--- src/rtl/cl3_pkg.sv ---
// ----------------------------------------------------------------------------
// cl3_pkg
// Shared constants, codes and controller/datapath types of the 3d color lut.
// ----------------------------------------------------------------------------
package cl3_pkg;

  localparam int MAX_GRID     = 17;
  localparam int MAX_CHANNELS = 6;
  localparam int LUT_DEPTH    = MAX_GRID * MAX_GRID * MAX_GRID * MAX_CHANNELS;

  localparam int ADDR_W     = 15;
  localparam int WORD_W     = 16;
  localparam int CFG_IDX_W  = 3;
  localparam int CFG_DATA_W = 18;
  localparam int CHAN_W     = 3;
  localparam int STEP_W     = 4;

  localparam logic CMD_LOAD   = 1'b0;
  localparam logic CMD_LOOKUP = 1'b1;

  typedef enum logic [CFG_IDX_W-1:0] {
    CFG_GRID_SIZE     = 3'd0,
    CFG_CHANNEL_COUNT = 3'd1,
    CFG_INTERP_MODE   = 3'd2,
    CFG_CHANNEL_MAP   = 3'd3,
    CFG_OUT_CAPACITY  = 3'd4
  } cfg_idx_t;

  // controller to datapath
  typedef struct packed {
    logic              accept;
    logic              load;
    logic              setup;
    logic              fetch;
    logic              calc;
    logic              zero_res;
    logic [STEP_W-1:0] step;
    logic [CHAN_W-1:0] chan;
  } cl3_cmd_t;

  // datapath to controller
  typedef struct packed {
    logic              lookup_ok;
    logic              map_ok;
    logic [CHAN_W-1:0] last_chan;
  } cl3_status_t;

endpackage

--- src/rtl/cl3_ctrl.sv ---
// ----------------------------------------------------------------------------
// cl3_ctrl
// Sequencer: setup, per-channel corner fetch, interpolation steps, emit.
// ----------------------------------------------------------------------------
module cl3_ctrl (
  input  logic                         clk,
  input  logic                         rst_n,
  input  logic                         in_valid,
  input  logic                         in_cmd,
  output logic                         in_ready,
  output logic                         out_valid,
  input  logic                         out_ready,
  output logic                         out_last,
  output logic [cl3_pkg::CHAN_W-1:0]   out_chan,
  input  cl3_pkg::cl3_status_t         st,
  output cl3_pkg::cl3_cmd_t            ctl
);

  typedef enum logic [5:0] {
    S_IDLE  = 6'b000001,
    S_SETUP = 6'b000010,
    S_CHAN  = 6'b000100,
    S_FETCH = 6'b001000,
    S_CALC  = 6'b010000,
    S_EMIT  = 6'b100000
  } state_t;

  localparam logic [cl3_pkg::STEP_W-1:0] SETUP_LAST = 4'd2;
  localparam logic [cl3_pkg::STEP_W-1:0] FETCH_LAST = 4'd8;
  localparam logic [cl3_pkg::STEP_W-1:0] CALC_LAST  = 4'd6;

  state_t                        state_r, state_nxt;
  logic [cl3_pkg::STEP_W-1:0]    cnt_r, cnt_nxt;
  logic [cl3_pkg::CHAN_W-1:0]    chan_r, chan_nxt;

  always_ff @(posedge clk) begin
    if (!rst_n) begin
      state_r <= S_IDLE;
      cnt_r   <= '0;
      chan_r  <= '0;
    end else begin
      state_r <= state_nxt;
      cnt_r   <= cnt_nxt;
      chan_r  <= chan_nxt;
    end
  end

  always_comb begin
    state_nxt    = state_r;
    cnt_nxt      = cnt_r;
    chan_nxt     = chan_r;
    in_ready     = 1'b0;
    out_valid    = 1'b0;
    ctl          = '0;
    ctl.step     = cnt_r;
    ctl.chan     = chan_r;
    case (state_r)
      S_IDLE: begin
        in_ready = 1'b1;
        if (in_valid) begin
          ctl.accept = 1'b1;
          if (in_cmd == cl3_pkg::CMD_LOAD) begin
            ctl.load = 1'b1;
          end else begin
            state_nxt = S_SETUP;
            cnt_nxt   = '0;
          end
        end
      end
      S_SETUP: begin
        ctl.setup = 1'b1;
        if (cnt_r == SETUP_LAST) begin
          chan_nxt  = '0;
          state_nxt = st.lookup_ok ? S_CHAN : S_IDLE;
        end else begin
          cnt_nxt = cnt_r + 4'd1;
        end
      end
      S_CHAN: begin
        cnt_nxt = '0;
        if (st.map_ok) begin
          state_nxt = S_FETCH;
        end else begin
          ctl.zero_res = 1'b1;
          state_nxt    = S_EMIT;
        end
      end
      S_FETCH: begin
        ctl.fetch = 1'b1;
        if (cnt_r == FETCH_LAST) begin
          cnt_nxt   = '0;
          state_nxt = S_CALC;
        end else begin
          cnt_nxt = cnt_r + 4'd1;
        end
      end
      S_CALC: begin
        ctl.calc = 1'b1;
        if (cnt_r == CALC_LAST) begin
          state_nxt = S_EMIT;
        end else begin
          cnt_nxt = cnt_r + 4'd1;
        end
      end
      S_EMIT: begin
        out_valid = 1'b1;
        if (out_ready) begin
          if (chan_r == st.last_chan) begin
            state_nxt = S_IDLE;
          end else begin
            chan_nxt  = chan_r + 3'd1;
            state_nxt = S_CHAN;
          end
        end
      end
      default: begin
        state_nxt = S_IDLE;
      end
    endcase
  end

  assign out_chan = chan_r;
  assign out_last = (chan_r == st.last_chan);

endmodule

--- config.mk ---
export PLATFORM = sky130hd
export DESIGN_NAME = cl3_ctrl
export DESIGN_NICKNAME = d
export VERILOG_FILES = /design/src/rtl/cl3_pkg.sv /design/src/rtl/cl3_ctrl.sv
export SDC_FILE = /design/constraint.sdc
export NUM_CORES = 1
export LEC_CHECK = 0
export CAP_MARGIN = 20
export CORE_MARGIN = 2
export CORE_UTILIZATION = 61
export DETAILED_ROUTE_END_ITERATION = 10
export DONT_BUFFER_PORTS = 1
export GPL_TIMING_DRIVEN = 0
export MAX_ROUTING_LAYER = met4
export PLACE_DENSITY = 0.77
export RECOVER_POWER = 50
export SLEW_MARGIN = 20
export SYNTH_ARGS = -nofsm -noshare
export SYNTH_HDL_FRONTEND = slang
export SYNTH_SLANG_ARGS = --single-unit
--- constraint.sdc ---
create_clock -name clk -period 1.8 [get_ports clk]
set_input_delay 0.27 -clock clk [delete_from_list [all_inputs] [get_ports clk]]
set_output_delay 0.27 -clock clk [all_outputs]
set_load 0.05 [all_outputs]
==> Yosys cells after proc, flatten, opt, wreduce, memory -nomap -nowiden <==
Index checks and enable logic that the tools add are counted.
Widths: inputs -> output; s select.
{ "op_classes": {"n_mux": 30, "addsub": 2, "reduce_logical": 5, "n_eq_ne": 19} }
{ "op_table": {"columns": ["operator", "count"], "rows": [
  ["$mux 6", 7],
  ["$pmux 6 s6", 1],
  ["$mux 4", 5],
  ["$pmux 4 s5", 1],
  ["$ne 2x2->1 const B", 9],
  ["$mux 3", 5],
  ["$mux 1", 8],
  ["$eq 6x1->1 const B", 1],
  ["$eq 6x2->1 const B", 1],
  ["$eq 6x3->1 const B", 1],
  ["$eq 6x4->1 const B", 1],
  ["$eq 6x5->1 const B", 1],
  ["$eq 6x6->1 const B", 1],
  ["$pmux 3 s2", 1],
  ["$reduce_and 6->1", 1],
  ["$reduce_and 5->1", 1],
  ["$reduce_bool 5->1", 1],
  ["$add 4x1->4 const B", 1],
  ["$eq 4x2->1 const B", 1],
  ["$eq 4x3->1 const B", 1],
  ["$eq 4x4->1 const B", 1],
  ["$mux 2", 2],
  ["$reduce_and 4->1", 1],
  ["$add 3x1->3 const B", 1],
  ["2 further kinds", 2]
]} }
{ "totals": {"inputBits": 10, "ff_bits": 13, "word_cells": 59, "output_inout_bits": 19} }

==> Logic depth before layout (Yosys ltp) <==
Gate-level depths: netlist of the first run.
{ "logic_depth": {"word_depth": 4, "ltp_mapped": 7, "ltp_nobuf": 7} }

==> Worst setup path before layout of the first run <==
No wires, ideal clock.
{ "synth_timing": {"path_kind": "flip-flop to output port", "from": "reg state_r[2]", "to": "out ctl[11] in the netlist's numbering", "stages_incl_launch_ff": 5, "arrival_time_ns": 1.907, "required_time_ns": 1.530, "slack_ns": -0.377, "cell_sequence": "dfxtp_1 -> buf_12 -> nor4b_4 -> and3_2 -> nor2b_1"} }
{ "synth_rtl": {"columns": ["element", "line_no", "source"], "rows": [
  ["from (decl)", "cl3_ctrl.sv:32", "state_t state_r, state_nxt;"],
  ["from (signal assigned)", "cl3_ctrl.sv:42", "state_r <= state_nxt;"],
  ["to (decl)", "cl3_ctrl.sv:16", "output cl3_pkg::cl3_cmd_t ctl"]
]} }

==> results.md, run 1 <==
* Antenna violations before repair at 0
* Syn_nets at 136
* Crit path time final at between 1.5 and 2 ns
* Synth top area share at 0.248
* Worst Max-Slew Pin Slew at 0.447 ns
* Clk_lat worst skew at 0.29 ns
* First-pass GRT wire length at 3910 um
* Die area at 2070 um^2
* Commonest non-fill, non-tap cells in the layout: buf_4, dfxtp_4, nor2_1, nand3_1
* Post-synth EDFFs at 0
* Post-Syn Area at between 1000 and 1500 um^2
* Critical path class: reg2out
* Post-synth top flop: dfxtp_1
* Setup violators final at 7
* Most common cell after layout, fill and taps aside: buf_4
* CP Launch Type: register
* Clk pin slew, worst setup/hold paths at 0.09 ns
* Overflow after GRT at 0
* Cell leakage power at 0.509 nW
* Post-CTS Hold Fix Bufs at 0
* CTS sink cnt at 13
* CTS tree: built
* Slew margin rel. at 0.702
* Reported max-cap violation count at 0
* Failing checks: setup timing
* Initial core utilization at 0.674
* Wire per inst at 19.3 um
* Synth Area per Inst at 8.61 um^2
* Power per cell area at 566 nW/um^2
* Hold wc startpoint: rst_n
* Fraction of registers with async set or reset after synthesis at 0
* HPWL after DPL at 1740 um
* Synth area leaders: dfxtp_1, ha_1, nand3_1, nand4_1, inv_1
* Final wirelength at 2870 um
* R2R setup slack at -0.10 ns
* Crit path DAT at 1.67 ns
* Area Overhead vs Synth at 25.5%
* Status: finished, violations left
* GP Congestion at 0.874
* Boundary Pins at 29
* Period utilization at 1.08
* Via count at just over 1000
* CTS Buf Count at 3
* Rows at 14
* CTS Buffer Depth at 2
* Max H-tree Level at 1
* RSZ-0062 raised after global routing: yes
* Hold Worst Slack at 0.114 ns
* Synth Register Bits at 13
* # diodes at 0
* Antenna-violating nets left at 0
* Mapped Cells at ~120
* Vias in the first global route at 913
* Met2 Track Usage GR at 0.437
* Slew Limit Fails at 0
* Chip Height at roughly 46 um
* DR vias/cell at 6.90
* PortBufs at 0
* Met3 GRT Util at 0.0754
* WHS Path Cells at 1
* WP data required at 1.53 ns
* FF-to-FF Start: out_chan[1]
* Syn. warnings at 0
* All-layer global routing usage at 0.273
* Fmax at 517 MHz
* Largest net degree at the start of global routing at 11
* Core Area at approximately 1600 um^2
* GRT busiest layer: met2
* Seq/Total Area, Yosys at 0.248
* GRT met1 Usage at 0.328
* Crit Path Max Fanout at 2
* Post-DP Area at 1080 um^2
* Hold WC Path Type: in2reg
* CP Capture Type: output pin
* Hold Violations, Final at 0
* Worst Skew at 0.00609 ns
* Peak VDD IR at 503 uV
* First-pass iteration count of the detailed router at 4
* RR Endpoint: state_r[0]
* Layout Nets at between 100 and 150
* Post-route DRC violation count at 0
* Unique masters post-synth at 55
* Worst Hold Path EP: cnt_r[0]
* 1st-iter DRT viols at between 40 and 50
* Final core utilization at 0.846
* Worst-case reg-to-reg path depth at 5
* Die width at 45.5 um
* Finished Cell Area at between 1000 and 1500 um^2
* Root Driver: clkbuf_4
* Area leader, netlist: dfxtp_1
* Share of cells above drive strength 1 at 0.444
* Final WS setup at -0.136 ns
-- layer usage --
metal,wire length (um),part of all wire
met3,261,0.091
met1,1170,0.41
met2,1350,0.47
met4,90,0.031
met5,0,0
-- timing repair --
action | 4_1_cts | 5_1_grt
buffers inserted | 4 | 6
pin swaps | 4 | 9
endpoints found under the setup margin | 21 | 18
resized for setup | 26 | 24
-- power breakdown --
part           switching, mW  internal (mW)
Clock                  0.108         0.0864
Combinational          0.145          0.105
Sequential            0.0165          0.285
-- cells by family after synthesis --
logic type / share of synthesized area
flip-flops: 0.248
XOR/XNOR: 0.0333
AO/OA/AOI/OAI: 0.230
adder cells (fa/ha/maj): 0.0476
AND/OR/NAND/NOR: 0.332
buffers and inverters: 0.110
-- worst max-delay path by stage --
stage,from,to,slack (ns),cells after the start
2_1_floorplan,state_r[2],ctl[11],0.008,4
3_3_place_gp,cnt_r[2],state_r[1],-0.16,6
3_5_place_dp,cnt_r[2],state_r[1],-0.15,6
4_1_cts,state_r[2],ctl[11],-0.15,3
5_1_grt,state_r[2],cnt_r[2],-0.22,7
6_report,state_r[1],ctl[11],-0.14,3
-- layout make-up --
class | count | area (um^2)
multi-input cells | 92 | 781
flip-flops and latches | 13 | 299
fillers | 89 | 240
repair buffers | 10 | 100
inverters | 8 | 50.0
plain buffers | 6 | 42.5
clock buffers | 4 | 26.3
well taps | 16 | 20.0
-- sequential cells by signal, summed over array words and instances, names as in the netlist --
signal	cells
state_r	6
cnt_r	4
out_chan	3
-- synth_stat cells, drive strengths merged (2+ instances only) --
cell type  instances
nor4b              2
o21ai              6
nand3b             3
a31oi              4
a21oi              2
nand2              7
nor2               8
a22oi              2
nor3b              2
nor2b              2
nor4               2
clkbuf             2
xnor2              3
inv                8
dfxtp             13
a21boi             3
and3               5
o21a               2
ha                 4
buf                7
nand4              5
nand3             10
-- worst max-delay path, stage by stage, from the launching register on --
cell and delay, ns:
dfxtp_4 0.37, nor4b_4 0.31, and3_4 0.33, nor2b_4 0.36
-- through the flow --
stage	TNS [ns]	worst slack, ns	power [mW]	std cells
after floorplan	0	0.00819	0.478	122
after CTS	-0.234	-0.149	0.710	143
after detailed placement	-0.944	-0.150	0.502	138
after global placement	-0.729	-0.159	0.500	138
after global routing	-1.32	-0.220	0.777	149
final	-0.492	-0.136	0.746	149
Power figures use the tool's default switching activity.
==> run 2, diff against run 1 <==
- CORE_UTILIZATION: 61 -> 65
- CTS_BUF_LIST: not set -> sky130_fd_sc_hd__clkbuf_4 sky130_fd_sc_hd__clkbuf_8
- PLACE_DENSITY: 0.77 -> 0.81
==> results.md, run 2 (same netlist as run 1, synthesis figures left out) <==
* Final wirelength at 2610 um (was 2870 um)
* DR vias/cell at 6.83 (was 6.90)
* Vias in the first global route at 902 (was 913)
* Fmax at 521 MHz (was 517 MHz)
* Crit path time final at 1.92 ns (was 1.94 ns)
* Overflow after GRT at 0 (unchanged)
* Rows at 14 (unchanged)
* Core Area at 1510 um^2 (was 1560 um^2)
* Status: finished, violations left (unchanged)
* Crit path DAT at 1.65 ns (was 1.67 ns)
* Peak VDD IR at 489 uV (was 503 uV)
* Critical path class: reg2out (unchanged)
* Largest net degree at the start of global routing at 11 (unchanged)
* Chip Height at 44.2 um (was 45.5 um)
* Commonest non-fill, non-tap cells in the layout: nand3_1, buf_4, dfxtp_4 (was buf_4, dfxtp_4, nor2_1, nand3_1)
* Total chip power at 0.727 mW (was 0.746 mW)
* Antenna violations before repair at 0 (unchanged)
* Fill cell count at 102 (was 89)
* Crit Path Max Fanout at 10 (was 2)
* 1st-iter DRT viols at 33 (was 47)
* Failing checks: setup timing (unchanged)
* Worst Skew at 0.00589 ns (was 0.00609 ns)
* Fin Setup TNS at -0.396 ns (was -0.492 ns)
* Number of flip-flops in the largest register at 6 (unchanged)
* Clk pin slew, worst setup/hold paths at 0.08 ns (was 0.09 ns)
* Max H-tree Level at 1 (unchanged)
* Share of cells above drive strength 1 at 0.386 (was 0.444)
* CP Launch Type: register (unchanged)
* Via count at 1011 (was 1028)
* Final WS setup at -0.118 ns (was -0.136 ns)
* Post-route DRC violation count at 0 (unchanged)
* Slew Limit Fails at 0 (unchanged)
* Hold WC Path Type: in2reg (unchanged)
* Clk_lat worst skew at 0.28 ns (was 0.29 ns)
* WP data required at 1.53 ns (about the same)
* CTS Buf Count at 3 (unchanged)
* Hold Violations, Final at 0 (unchanged)
* Power per cell area at 587 nW/um^2 (was 566 nW/um^2)
* Worst-path cell chain: nor4b_4 > and3_4 > nor2b_4 (unchanged)
* Crit-path slowest cell: dfxtp_2 (was dfxtp_4)
* CTS tree: built (unchanged)
* Post-DP Area at 1080 um^2 (unchanged)
* Cell leakage power at 0.480 nW (was 0.509 nW)
* CTS Buffer Depth at 2 (unchanged)
* Antenna-violating nets left at 0 (unchanged)
* Worst Max-Slew Pin Slew at 0.626 ns (was 0.447 ns)
* PortBufs at 0 (unchanged)
* Die width at 44.2 um (was 45.5 um)
* Area Overhead vs Synth at 17.9% (was 25.5%)
* First-pass GRT wire length at 4020 um (was 3910 um)
* HPWL after DPL at 1770 um (was 1740 um)
* Root Driver: clkbuf_4 (unchanged)
* CTS sink cnt at 13 (unchanged)
* First-pass iteration count of the detailed router at 4 (unchanged)
* Period utilization at 1.07 (was 1.08)
* Wire per inst at 17.7 um (was 19.3 um)
* Reported max-cap violation count at 0 (unchanged)
* Layout Nets at 147 (was 148)
* Hold Worst Slack at 0.138 ns (was 0.114 ns)
* RSZ-0062 raised after global routing: yes (unchanged)
* Slew margin rel. at 0.582 (was 0.702)
* Biggest register: state_r (unchanged)
* Finished Cell Area at 1240 um^2 (was 1320 um^2)
* Initial core utilization at 0.698 (was 0.674)
* # diodes at 0 (unchanged)
* Most common cell after layout, fill and taps aside: nand3_1 (was buf_4)
* All-layer global routing usage at 0.280 (was 0.273)
* Setup violators final at 5 (was 7)
* Boundary Pins at 29 (unchanged)
* Die area at 1950 um^2 (was 2070 um^2)
* GP Congestion at 0.884 (was 0.874)
* Slowest stage delay, CP at 0.41 ns (was 0.37 ns)
* CP Capture Type: output pin (unchanged)
-- run 2: cell types whose count changed in the layout (fill, tap and decap cells not counted), moves of 2 or more --
cell	change
nand3_1	+3
buf_4	-2
o21ai_0	+2
o21ai_1	-2
nand3_2	-2
clkbuf_1	+2
-- run 2: final cells by class --
class / instances / area, um^2 / share of cell area
buffer: 6 / 27.5 / 0.0222
clock buffer: 4 / 30.0 / 0.0242
inverter: 8 / 50.0 / 0.0404
multi-input combinational: 92 / 733 / 0.592
sequential: 13 / 298 / 0.240
tap: 16 / 20.0 / 0.0162
timing repair buffer: 9 / 80.1 / 0.0646
-- run 2: report_power, final --
part	leakage, nW	switching [mW]	internal, mW
combinational	0.349	0.132	0.0948
clock	0.0184	0.0958	0.101
sequential	0.113	0.0185	0.285
-- run 2: through the flow --
step | instances | setup WS (ns) | utilization
3_3_place_gp | 138 | -0.156 | 0.718
3_5_place_dp | 138 | -0.176 | 0.718
6_report | 148 | -0.118 | 0.822
4_1_cts | 143 | -0.127 | 0.777
5_1_grt | 148 | -0.227 | 0.822
2_1_floorplan | 122 | 0.00819 | -
-- run 2: metal layers --
| layer | wire length (um) | up-vias | GRT usage |
|---|---|---|---|
| li1 | - | 476 | - |
| met1 | 1110 | 470 | 0.374 |
| met2 | 1220 | 59 | 0.438 |
| met3 | 237 | 6 | 0.0490 |
| met4 | 46 | 0 | 0.0727 |
| met5 | 0 | - | - |
-- run 2: what timing repair did --
action                                  4_1_cts  5_1_grt
endpoints found under the setup margin       21       18
hold buffers                                  0        0
setup buffers                                 4        5
resized for setup                            26       13
gates cloned                                  0        0
pin swaps                                     3       10
-- run 2: worst paths after layout --
kind,startpoint,end,slack [ns],cells past startpoint
worst max register to register,cnt_r[3],state_r[5],-0.12,6
worst min-delay path,rst_n,cnt_r[0],0.14,1
worst min register to register,out_chan[0],out_chan[0],0.58,1
worst max-delay path,state_r[2],ctl[11],-0.12,3
-- run 2: critical path, delay by kind of cell (launching register included) --
kind,cells,cell delay [ns]
and+or+nand+nor,3,0.96
DFF,1,0.41
